$ cat src/design/dzcf_pkg.sv
// dead-zone crop follower: shared types and constants
// no dependencies; imported by the config block and the top level
`default_nettype none

package dzcf_pkg;

	localparam int CFG_IDX_W = 3;

	typedef enum logic [CFG_IDX_W-1:0] {
		CFG_CROP_WIDTH     = 3'd0,
		CFG_CROP_HEIGHT    = 3'd1,
		CFG_DEAD_ZONE_FRAC = 3'd2,
		CFG_MOVE_THRESHOLD = 3'd3,
		CFG_CLAMP_CENTER   = 3'd4
	} cfg_idx_t;

	// fractions used for reset values, in percent
	localparam int DEAD_ZONE_PCT = 55;
	localparam int THRESHOLD_PCT = 1;
	localparam int PCT_SCALE     = 100;

endpackage

`default_nettype wire

$ cat src/design/dzcf_cfg.sv
// dead-zone crop follower: configuration registers and per-axis derived values
// uses dzcf_pkg for register index codes
`default_nettype none

module dzcf_cfg #(
	parameter int FRAC_BITS = 16
) (
	input  wire logic                         clk,
	input  wire logic                         arst_n,
	input  wire logic                         cfg_we,
	input  wire logic [dzcf_pkg::CFG_IDX_W-1:0] cfg_index,
	input  wire logic [FRAC_BITS:0]           cfg_data,
	output logic      [FRAC_BITS:0]           hx,
	output logic      [FRAC_BITS:0]           hy,
	output logic      [FRAC_BITS:0]           halfx,
	output logic      [FRAC_BITS:0]           halfy,
	output logic      [FRAC_BITS:0]           hix,
	output logic      [FRAC_BITS:0]           hiy,
	output logic      [FRAC_BITS:0]           cmaxx,
	output logic      [FRAC_BITS:0]           cmaxy,
	output logic      [2*FRAC_BITS+1:0]       thr_sq,
	output logic                              clamp_en
);
	import dzcf_pkg::*;

	localparam int W = FRAC_BITS + 1;
	localparam logic [W-1:0] ONE = W'(1) << FRAC_BITS;
	localparam int DZ_RST  = ((1 << FRAC_BITS) * DEAD_ZONE_PCT + PCT_SCALE / 2) / PCT_SCALE;
	localparam int THR_RST = ((1 << FRAC_BITS) * THRESHOLD_PCT + PCT_SCALE / 2) / PCT_SCALE;

	logic [W-1:0] cw_q, ch_q, dz_q, thr_q;
	logic         clamp_q;
	logic [W-1:0] data_sat;
	logic [2*W-1:0] prod_x, prod_y;
	logic [W-1:0]   hx_q, hy_q, halfx_q, halfy_q, hix_q, hiy_q, cmaxx_q, cmaxy_q;
	logic [2*W-1:0] thr_sq_q;

	assign data_sat = (cfg_data > ONE) ? ONE : cfg_data;

	always_ff @(posedge clk or negedge arst_n) begin
		if (!arst_n) begin
			cw_q    <= ONE;
			ch_q    <= ONE;
			dz_q    <= W'(DZ_RST);
			thr_q   <= W'(THR_RST);
			clamp_q <= 1'b1;
		end else if (cfg_we) begin
			case (cfg_idx_t'(cfg_index))
				CFG_CROP_WIDTH:     cw_q    <= data_sat;
				CFG_CROP_HEIGHT:    ch_q    <= data_sat;
				CFG_DEAD_ZONE_FRAC: dz_q    <= data_sat;
				CFG_MOVE_THRESHOLD: thr_q   <= data_sat;
				CFG_CLAMP_CENTER:   clamp_q <= cfg_data[0];
				default: ;
			endcase
		end
	end

	assign prod_x = dz_q * cw_q;
	assign prod_y = dz_q * ch_q;

	// derived values follow the registers in the next cycle
	always_ff @(posedge clk) begin
		hx_q     <= prod_x[2*W-1:W];
		hy_q     <= prod_y[2*W-1:W];
		halfx_q  <= cw_q >> 1;
		halfy_q  <= ch_q >> 1;
		hix_q    <= ONE - (cw_q - (cw_q >> 1));
		hiy_q    <= ONE - (ch_q - (ch_q >> 1));
		cmaxx_q  <= ONE - cw_q;
		cmaxy_q  <= ONE - ch_q;
		thr_sq_q <= thr_q * thr_q;
	end

	assign hx       = hx_q;
	assign hy       = hy_q;
	assign halfx    = halfx_q;
	assign halfy    = halfy_q;
	assign hix      = hix_q;
	assign hiy      = hiy_q;
	assign cmaxx    = cmaxx_q;
	assign cmaxy    = cmaxy_q;
	assign thr_sq   = thr_sq_q;
	assign clamp_en = clamp_q;

endmodule

`default_nettype wire

$ cat src/design/dzcf_axis.sv
// dead-zone crop follower: one axis of the follow step and the crop corner
// combinational; no package dependency
`default_nettype none

module dzcf_axis #(
	parameter int FRAC_BITS = 16
) (
	input  wire logic               tick,
	input  wire logic               clamp_en,
	input  wire logic [FRAC_BITS:0] ctr,
	input  wire logic [FRAC_BITS:0] pos,
	input  wire logic [FRAC_BITS:0] h,
	input  wire logic [FRAC_BITS:0] half,
	input  wire logic [FRAC_BITS:0] hi,
	input  wire logic [FRAC_BITS:0] cmax,
	output logic      [FRAC_BITS:0] ctr_next,
	output logic      [FRAC_BITS:0] corner
);
	localparam int W  = FRAC_BITS + 1;
	localparam int SW = W + 2;
	localparam logic signed [SW-1:0] ONE_S = SW'(1) << FRAC_BITS;

	logic signed [SW-1:0] c_s, p_s, h_s, dz_lo, dz_hi, c1, c2, c3, half_s, hi_s, cmax_s, d;
	logic        [W-1:0]  follow;

	always_comb begin
		c_s    = $signed(SW'(ctr));
		p_s    = $signed(SW'(pos));
		h_s    = $signed(SW'(h));
		half_s = $signed(SW'(half));
		hi_s   = $signed(SW'(hi));
		cmax_s = $signed(SW'(cmax));
		dz_lo  = p_s - h_s;
		dz_hi  = p_s + h_s;

		// dead zone window around the cursor
		if (c_s < dz_lo)
			c1 = dz_lo;
		else if (c_s > dz_hi)
			c1 = dz_hi;
		else
			c1 = c_s;

		// frame bounds
		if (c1 < 0)
			c2 = '0;
		else if (c1 > ONE_S)
			c2 = ONE_S;
		else
			c2 = c1;

		// pan range
		if (clamp_en && c2 < half_s)
			c3 = half_s;
		else if (clamp_en && c2 > hi_s)
			c3 = hi_s;
		else
			c3 = c2;

		follow   = c3[W-1:0];
		ctr_next = tick ? follow : pos;

		d = $signed(SW'(ctr_next)) - half_s;
		if (d < 0)
			corner = '0;
		else if (d > cmax_s)
			corner = cmax;
		else
			corner = d[W-1:0];
	end

endmodule

`default_nettype wire

$ cat src/design/dead_zone_crop_follower_top.sv
// dead-zone crop follower: top level with input stage, centre state and result stage
// uses dzcf_pkg, dzcf_cfg and dzcf_axis
//
//  channel   dir  handshake                      payload
//  s_axis    in   s_axis_tvalid / s_axis_tready  tdata: pos_x, pos_y; tuser: mode
//  m_axis    out  m_axis_tvalid / m_axis_tready  tdata: center_x, center_y, crop_left,
//                                                crop_top; tuser: emit
//  cfg       in   cfg_we                         cfg_index, cfg_data
//
// one transfer per cycle sustained while results are taken; both stages are registered
// the follow step and the distance square compare sit between the input stage
// and the result stage, with the centre state updated as the result is loaded
// a stalled result holds the result stage, the input stage still takes one item if empty
// reset puts the centre and last emitted point at mid-frame and loads the register defaults
`default_nettype none

module dead_zone_crop_follower_top #(
	parameter int FRAC_BITS = 16
) (
	input  wire logic                                     clk,
	input  wire logic                                     arst_n,
	input  wire logic                                     s_axis_tvalid,
	output logic                                          s_axis_tready,
	// pos_x, pos_y
	input  wire logic [((2*(FRAC_BITS+1)+7)/8)*8-1:0]     s_axis_tdata,
	// mode
	input  wire logic                                     s_axis_tuser,
	output logic                                          m_axis_tvalid,
	input  wire logic                                     m_axis_tready,
	// center_x, center_y, crop_left, crop_top
	output logic      [((4*(FRAC_BITS+1)+7)/8)*8-1:0]     m_axis_tdata,
	// emit
	output logic                                          m_axis_tuser,
	input  wire logic                                     cfg_we,
	input  wire logic [dzcf_pkg::CFG_IDX_W-1:0]           cfg_index,
	input  wire logic [FRAC_BITS:0]                       cfg_data
);
	localparam int W     = FRAC_BITS + 1;
	localparam int OUT_W = ((4*W+7)/8)*8;
	localparam logic [W-1:0] ONE = W'(1) << FRAC_BITS;
	localparam logic [W-1:0] MID = W'(1) << (FRAC_BITS - 1);

	logic [W-1:0]   hx, hy, halfx, halfy, hix, hiy, cmaxx, cmaxy;
	logic [2*W-1:0] thr_sq;
	logic           clamp_en;

	dzcf_cfg #(.FRAC_BITS(FRAC_BITS)) u_cfg (
		.clk      (clk),
		.arst_n   (arst_n),
		.cfg_we   (cfg_we),
		.cfg_index(cfg_index),
		.cfg_data (cfg_data),
		.hx       (hx),
		.hy       (hy),
		.halfx    (halfx),
		.halfy    (halfy),
		.hix      (hix),
		.hiy      (hiy),
		.cmaxx    (cmaxx),
		.cmaxy    (cmaxy),
		.thr_sq   (thr_sq),
		.clamp_en (clamp_en)
	);

	// input stage
	logic         v_s1, mode_s1;
	logic [W-1:0] px_s1, py_s1, px_in, py_in;
	logic         adv;

	assign px_in = (s_axis_tdata[W-1:0] > ONE) ? ONE : s_axis_tdata[W-1:0];
	assign py_in = (s_axis_tdata[2*W-1:W] > ONE) ? ONE : s_axis_tdata[2*W-1:W];

	assign adv           = !m_axis_tvalid || m_axis_tready;
	assign s_axis_tready = !v_s1 || adv;

	always_ff @(posedge clk or negedge arst_n) begin
		if (!arst_n) begin
			v_s1 <= 1'b0;
		end else if (s_axis_tready) begin
			v_s1 <= s_axis_tvalid;
		end
	end

	always_ff @(posedge clk) begin
		if (s_axis_tready && s_axis_tvalid) begin
			mode_s1 <= s_axis_tuser;
			px_s1   <= px_in;
			py_s1   <= py_in;
		end
	end

	// follow step
	logic [W-1:0] ctr_x_q, ctr_y_q, last_x_q, last_y_q;
	logic [W-1:0] cx_n, cy_n, left_n, top_n;

	dzcf_axis #(.FRAC_BITS(FRAC_BITS)) u_axis_x (
		.tick    (mode_s1),
		.clamp_en(clamp_en),
		.ctr     (ctr_x_q),
		.pos     (px_s1),
		.h       (hx),
		.half    (halfx),
		.hi      (hix),
		.cmax    (cmaxx),
		.ctr_next(cx_n),
		.corner  (left_n)
	);

	dzcf_axis #(.FRAC_BITS(FRAC_BITS)) u_axis_y (
		.tick    (mode_s1),
		.clamp_en(clamp_en),
		.ctr     (ctr_y_q),
		.pos     (py_s1),
		.h       (hy),
		.half    (halfy),
		.hi      (hiy),
		.cmax    (cmaxy),
		.ctr_next(cy_n),
		.corner  (top_n)
	);

	// squared move since last emission
	logic signed [W:0]     dx, dy;
	logic signed [2*W+1:0] sqx, sqy;
	logic        [2*W:0]   d2;
	logic                  emit_n;
	logic                  step;

	assign dx     = $signed({1'b0, cx_n}) - $signed({1'b0, last_x_q});
	assign dy     = $signed({1'b0, cy_n}) - $signed({1'b0, last_y_q});
	assign sqx    = dx * dx;
	assign sqy    = dy * dy;
	assign d2     = {1'b0, sqx[2*W-1:0]} + {1'b0, sqy[2*W-1:0]};
	assign emit_n = !mode_s1 || (d2 > {1'b0, thr_sq});
	assign step   = v_s1 && adv;

	always_ff @(posedge clk or negedge arst_n) begin
		if (!arst_n) begin
			ctr_x_q  <= MID;
			ctr_y_q  <= MID;
			last_x_q <= MID;
			last_y_q <= MID;
		end else if (step) begin
			ctr_x_q <= cx_n;
			ctr_y_q <= cy_n;
			if (emit_n) begin
				last_x_q <= cx_n;
				last_y_q <= cy_n;
			end
		end
	end

	// result stage
	logic         v_s2, emit_s2;
	logic [W-1:0] cx_s2, cy_s2, left_s2, top_s2;

	always_ff @(posedge clk or negedge arst_n) begin
		if (!arst_n) begin
			v_s2 <= 1'b0;
		end else if (adv) begin
			v_s2 <= v_s1;
		end
	end

	always_ff @(posedge clk) begin
		if (step) begin
			cx_s2   <= cx_n;
			cy_s2   <= cy_n;
			left_s2 <= left_n;
			top_s2  <= top_n;
			emit_s2 <= emit_n;
		end
	end

	assign m_axis_tvalid = v_s2;
	assign m_axis_tdata  = OUT_W'({top_s2, left_s2, cy_s2, cx_s2});
	assign m_axis_tuser  = emit_s2;

	// a free input stage always takes a transfer
	a_ready_when_empty: assert property (@(posedge clk) disable iff (!arst_n)
		!v_s1 |-> s_axis_tready)
		else $error("input stage empty but not ready");

	// the centre never leaves the frame
	a_ctr_in_frame: assert property (@(posedge clk) disable iff (!arst_n)
		ctr_x_q <= ONE && ctr_y_q <= ONE)
		else $error("centre outside frame");

	// an emission moves the last emitted point onto the centre
	a_emit_tracks: assert property (@(posedge clk) disable iff (!arst_n)
		step && emit_n |=> last_x_q == ctr_x_q && last_y_q == ctr_y_q)
		else $error("last point not updated on emission");

	// the presented centre matches the state it was taken from
	a_result_state: assert property (@(posedge clk) disable iff (!arst_n)
		step |=> cx_s2 == ctr_x_q && cy_s2 == ctr_y_q)
		else $error("result centre differs from state");

endmodule

`default_nettype wire

$ cat config.mk
export PLATFORM = sky130hd
export DESIGN_NAME = dead_zone_crop_follower_top
export DESIGN_NICKNAME = d
export VERILOG_FILES = /design/src/design/dzcf_pkg.sv /design/src/design/dzcf_cfg.sv /design/src/design/dzcf_axis.sv /design/src/design/dead_zone_crop_follower_top.sv
export SDC_FILE = /design/constraint.sdc
export NUM_CORES = 2
export LEC_CHECK = 0
export ABC_AREA = 1
export BUFFER_PORTS_ARGS = -buffer_cell sky130_fd_sc_hd__buf_2
export CORE_ASPECT_RATIO = 0.5
export CORE_MARGIN = 2
export CORE_UTILIZATION = 55
export DETAILED_ROUTE_END_ITERATION = 8
export PLACE_DENSITY = 0.78
export SLEW_MARGIN = 20
export SYNTH_ARGS = -nofsm -noshare
export SYNTH_HDL_FRONTEND = slang
export SYNTH_HIERARCHICAL = 1
export SYNTH_SLANG_ARGS = --single-unit
$ cat constraint.sdc
create_clock -name clk -period 19.6 [get_ports clk]
set_input_delay 3.92 -clock clk [delete_from_list [all_inputs] [get_ports clk]]
set_output_delay 3.92 -clock clk [all_outputs]
set_load 0.02 [all_outputs]
# Yosys cells after proc, flatten, opt, wreduce, memory -nomap -nowiden
# Cells that the tools add are included.
# word_totals
reg_bits,411
in_bits,66
output_inout_bits,75
wordCells,108
# op_classes
addsub,15
multipliers,5
magnitude_cmp,20
eq_ne,4
n_mux,17
reduce_logical,19
# op_table
op,count
$mux 17,9
$mux 19,8
$mul 17x17->34,3
$sub 17x17->18,4
$mul 18x18->34,2
$sub 17x17->17 const A,4
$gt 17x17->1 const B,3
$gt 18x19->1,2
$gt 19x18->1,2
$gt 19x18->1 const B,2
$lt 18x19->1,2
$lt 19x1->1 const B,2
$lt 19x17->1,2
$add 17x17->18,2
$gt 18x18->1,2
$lt 18x1->1 const B,2
$sub 17x16->18,2
$add 34x34->35,1
$gt 35x34->1,1
$sub 17x16->17,2
$reduce_and 2->1,6
$eq 3x2->1 const B,2
$logic_and 1x1->1,6
$eq 3x1->1 const B,1
other kinds (4),8

# Depth between registers and ports, before layout
# logic_depth
depth_word,18
ltp_mapped,116
ltp_nobuf,113

# By module
# The synthesis kept the hierarchy.
# modules_own_cells
module,n_inst,cells_each,area_per_inst_um2,seq_area_each_um2
dzcf_cfg,1,4908,37728.7,5051.1
dead_zone_crop_follower_top,1,3596,31243.7,4879.7
dzcf_axis,2,1062,6063.3,0.0

# Worst setup path after synthesis
# Ideal clock, no wire load.
# synth_path
path_kind,register to register
start,register py_s1[0]
end,register last_x_q[1]
setup_ps,117
arrival_time_ps,15585
required_ps,19483
slack_ps,3898
stages_incl_launch_ff,99
n_path_buf,6
period_less_slack_ps,15702
cell_sequence,edfxtp_1 > inv_1 > ha_1 > fa_1 > or2_2 > nand2_1 > ha_1 > o21a_1 > o21a_1 > o21ai_0 > nand2_1 > a21oi_1 > o21bai_1 > a21oi_1 > o21ai_0 > a21oi_1 > o21ai_0 > nand3_1 > [63 not listed] > a21boi_1 > o21ai_0 > nand3_1 > nand3_1 > nand2_1 > ha_1 > nand2_1 > inv_1 > nand4_1 > nor2_1 > nand4_1 > nand3_1 > nand2_1 > nand2_4 > nand2_4 > buf_6 > nand2_1 > nand2_1
# synth_via
elab_chain_len,18
elab_cells_between_ends,23
classes_between,add/sub: 4; mul: 1; order compare: 7; mux: 7; reduce/logical: 4
# synth_lines
item,line_no,rtl
start: declaration,dead_zone_crop_follower_top.sv:67,"logic [W-1:0] px_s1, py_s1, px_in, py_in;"
start signal: assignment,dead_zone_crop_follower_top.sv:88,py_s1 <= py_in;
$add 17x17->18,dzcf_axis.sv:34,dz_hi = p_s + h_s;
$gt 18x19->1,dzcf_axis.sv:39,else if (c_s > dz_hi)
$mux 19,dzcf_axis.sv:39,
$mux 19,dzcf_axis.sv:37,if (c_s < dz_lo)
$gt 19x18->1,dzcf_axis.sv:47,else if (c1 > ONE_S)
$mux 19,dzcf_axis.sv:47,
$mux 19,dzcf_axis.sv:45,if (c1 < 0)
$gt 19x18->1,dzcf_axis.sv:55,else if (clamp_en && c2 > hi_s)
[3 not listed],-,
$mux 17 *,dzcf_axis.sv:61,ctr_next = tick ? follow : pos;
via cy_n[0],dead_zone_crop_follower_top.sv:94,"logic [W-1:0] cx_n, cy_n, left_n, top_n;"
$sub 17x17->18 *,dead_zone_crop_follower_top.sv:130,"assign dy = $signed({1'b0, cy_n}) - $signed({1'b0, last_y_q});"
$mul 18x18->34 *,dead_zone_crop_follower_top.sv:132,assign sqy = dy * dy;
$add 34x34->35 *,dead_zone_crop_follower_top.sv:133,"assign d2 = {1'b0, sqx[2*W-1:0]} + {1'b0, sqy[2*W-1:0]};"
$gt 35x34->1 *,dead_zone_crop_follower_top.sv:134,"assign emit_n = !mode_s1 || (d2 > {1'b0, thr_sq});"
$logic_or 1x1->1 *,dead_zone_crop_follower_top.sv:134,
$reduce_and 2->1 (no line) *,-,
end signal: assignment,dead_zone_crop_follower_top.sv:147,last_x_q <= cx_n;
end: declaration,dead_zone_crop_follower_top.sv:93,"logic [W-1:0] ctr_x_q, ctr_y_q, last_x_q, last_y_q;"
# Mark *: on every way through the listed nets, which the timed path passes. The rest lies on a longest branch.
# A chain may end at the register's enable or synchronous reset.

# Worst setup path after layout
# layout_path
start,register py_s1[0]
end,register last_y_q[1]
# layout_via
elab_chain_len,18
elab_cells_between_ends,23
classes_between,add/sub: 4; mul: 1; order compare: 7; mux: 7; reduce/logical: 4
# layout_lines
item,line_no,rtl
$add 17x17->18,dzcf_axis.sv:34,
$gt 18x19->1,dzcf_axis.sv:39,
$mux 19,dzcf_axis.sv:39,
$mux 19,dzcf_axis.sv:37,
$gt 19x18->1,dzcf_axis.sv:47,
$mux 19,dzcf_axis.sv:47,
$mux 19,dzcf_axis.sv:45,
$gt 19x18->1,dzcf_axis.sv:55,
[3 not listed],-,
$mux 17 *,dzcf_axis.sv:61,
via cy_n[0],dead_zone_crop_follower_top.sv:94,
$sub 17x17->18 *,dead_zone_crop_follower_top.sv:130,
$mul 18x18->34 *,dead_zone_crop_follower_top.sv:132,
$add 34x34->35 *,dead_zone_crop_follower_top.sv:133,
$gt 35x34->1 *,dead_zone_crop_follower_top.sv:134,
$logic_or 1x1->1 *,dead_zone_crop_follower_top.sv:134,
$reduce_and 2->1 (no line) *,-,
end signal: assignment,dead_zone_crop_follower_top.sv:148,last_y_q <= cy_n;
end: declaration,dead_zone_crop_follower_top.sv:93,
# Marks and branches as above.

==> results.txt <==
Area delta synth->final - 5.60%
Fin. Hold Viols - 0
Global placement routability congestion - 1.01
Crit path largest cell delay - 0.56 ns
Crit-path max FO - 19
Status - finished, final reports clean
Largest net degree at the start of global routing - 90
Adder-Cell Fraction of Synth Area - 0.445
CTS Buf Count - 45
CP required - 20.12 ns
Layout cells sized above 1 - 0.0510
Clock buffer depth - 3
Setup TNS Final - 0 ns
Endpoints failing setup - 0
I/O Pins - 141
Wire per inst - 16.6 µm
Die Width - 547 µm
Post-Synth Simple-Gate Area - 0.183
Final wirelength - 210 mm
# port buffers - 130
Grt ovf - 0
Detailed Routing Iterations Pass 1 - 6
Crit. End Element - flop
Hold-fix buffers, CTS - 0
Worst hold-check path type - flop to flop
Core Region - 0.146 mm²
CTS HTree Levels - 2
Routed via count - 67080
Clock latency on the worst-skew pair - 0.64 ns
Die area - 0.151 mm²
Crit Path Class - flop to flop
Initial antenna violation count - 6
WP data arrival - 18.92 ns
Actual slew at the worst max-slew pin - 1.14 ns
Initial Util - 0.555
Mux contribution to synthesized area - 0.000139
CTS tree - built
DRC - 0
CTS root buf - clkbuf_16
Vias in the first global route - 67732
F_max - 0.0543 GHz
Flip-flop and latch count after synthesis - 408
Die height - 276 µm
CTS sink count - 408
Commonest non-fill, non-tap cells in the layout - 2810 x inv_1, 2212 x nand2_1, 1207 x fa_1
Number of flip-flops in the largest register - 33
Site Rows - 99
Fin crit period - 18.40 ns
DP Wirelength - 174 mm
Compound-gate portion of the synthesized area - 0.0687
Slowest CP cell - fa_1
ANT nets after route - 0
All-layer global routing usage - 0.280
Main combinational cell family by area after synthesis - adder cells
Slew Limit Fails - 0
First-pass GRT wire length - 340 mm
Worst-path clk slew - 0.06 ns
Sequential area share after synthesis - 0.122
Total Nets Final - 12859
Post-synth cell types - 66
Cells after Synth - 10628
Skew final - 0.0570 ns
Worst slew margin - 0.240
Mapped Area - 0.0811 mm²
Yosys Warn Count - 6
Critical Path Most Common Cell - nand2_1
Fin crit share - 0.939
Startpoint Class - flop
Synth Area per Inst - 7.63 µm²
MaxCap Viol Count - 0
1st-iter DRT viols - 5409
Synth Area in XOR/XNOR - 0.0321
Via density - 5.31
Most common cell after layout, fill and taps aside - inv_1
## through the flow
step | worst slack (ns) | hold slack, ns | instance area, µm² | std cells | util
after global placement | 1.17 | 0.454 | 83900 | 12544 | 0.574
after detailed placement | 0.773 | 0.452 | 83900 | 12544 | 0.574
after floorplan | 3.90 | 0.368 | 81100 | 10633 | -
after CTS | 0.629 | 0.462 | 85400 | 12628 | 0.585
after global routing | -0.0279 | 0.489 | 85600 | 12642 | 0.586
final | 1.20 | 0.460 | 85600 | 12643 | 0.586
## final cells by class
| cell class | instances | area [µm²] |
|---|---|---|
| Clock inverter | 32 | 389 |
| Multi-Input combinational cell | 7067 | 59200 |
| Fill cell | 12980 | 60400 |
| Antenna cell | 1 | 2.50 |
| Clock buffer | 52 | 1170 |
| Timing Repair Buffer | 272 | 1750 |
| Inverter | 2838 | 10700 |
| Sequential cell | 408 | 9930 |
| Tap cell | 1969 | 2460 |
| Timing Repair inverter | 4 | 25.0 |
## cell families (layout without fill, tap and decap cells)
| group | Yosys count | after routing |
|---|---|---|
| xor gates and xnor gates | 293 | 293 |
| DFF | 408 | 408 |
| and+or+nand+nor | 3629 | 3629 |
| adders and majority gates | 2157 | 2157 |
| other | 2 | 8 |
| muxes | 1 | 1 |
| buffers and inverters | 3158 | 3198 |
| AOI/OAI and AO/OA | 980 | 980 |
## repair_timing
action / 4_1_cts / 5_1_grt
setup endpoints to repair: 0 / 35
buffers inserted: 0 / 10
resized for setup: 0 / 32
## critical path: cells and delay by family (launching register included)
family,cells,cell delay [ns]
flip-flops,1,0.35
XOR/XNOR,1,0.25
AND/OR/NAND/NOR,39,4.71
buffers and inverters,14,1.69
AO/OA/AOI/OAI,32,4.86
adder cells (fa/ha/maj),16,6.36
## Yosys cell counts, drive strengths merged
library cell     n  area, µm²
a211oi           7       52.6
mux2             1       11.3
a41oi            1       8.76
dfrtp          118       2950
a21oi          456       2320
nand3          377       1890
nand2b           1       6.26
and2             9       56.3
nand3b          14        105
o41ai            3       26.3
xor2           199       1780
clkinv           7       26.3
ha             950      11900
clkbuf         239        898
or2             29        181
o31ai           12       90.1
buf             81        521
and3             6       37.5
a221oi           2       17.5
inv           2831      10600
o211a            1       10.0
o221ai           3       26.3
a221o            2       20.0
a21boi          11       82.6
o22ai            6       37.5
conb             2       7.51
dfxtp          165       3300
nor2           755       2870
o21bai          54        413
nor3            71        360
o21ai          324       1760
a21o            34        255
a31o             6       52.6
o211ai           9       67.6
fa            1207      24200
nand2         2251       8610
a31oi           31        194
nor4            15        113
o21a            16        120
nand4          101        632
dfstp           21        552
edfxtp         104       3120
xnor2           94        823
o2111ai          2       17.5
## path summary, 6_finish.rpt
path / startpoint / end / slack [ns] / depth (start not counted)
max: py_s1[0] / last_y_q[1] / 1.20 / 102
min in group asynchronous: arst_n / ctr_x_q[14] / 3.37 / 1
max in group asynchronous: arst_n / last_y_q[11] / 14.93 / 2
min reg2reg: last_x_q[15] / last_x_q[15] / 0.46 / 2
max reg2reg: py_s1[0] / last_y_q[1] / 1.20 / 102
min: last_x_q[15] / last_x_q[15] / 0.46 / 2
## routing by layer
layer / wire [µm] / vias to the layer above / track usage
met1: 87300 / 32430 / 0.369
li1: - / 31777 / -
met2: 98000 / 2445 / 0.474
met4: 8040 / 0 / 0.102
met5: 0 / - / 0
met3: 16600 / 428 / 0.0376
Power is left out: the tool's default activity adds up to more than one toggle a clock period on the data nets, which glitch-free logic cannot reach.
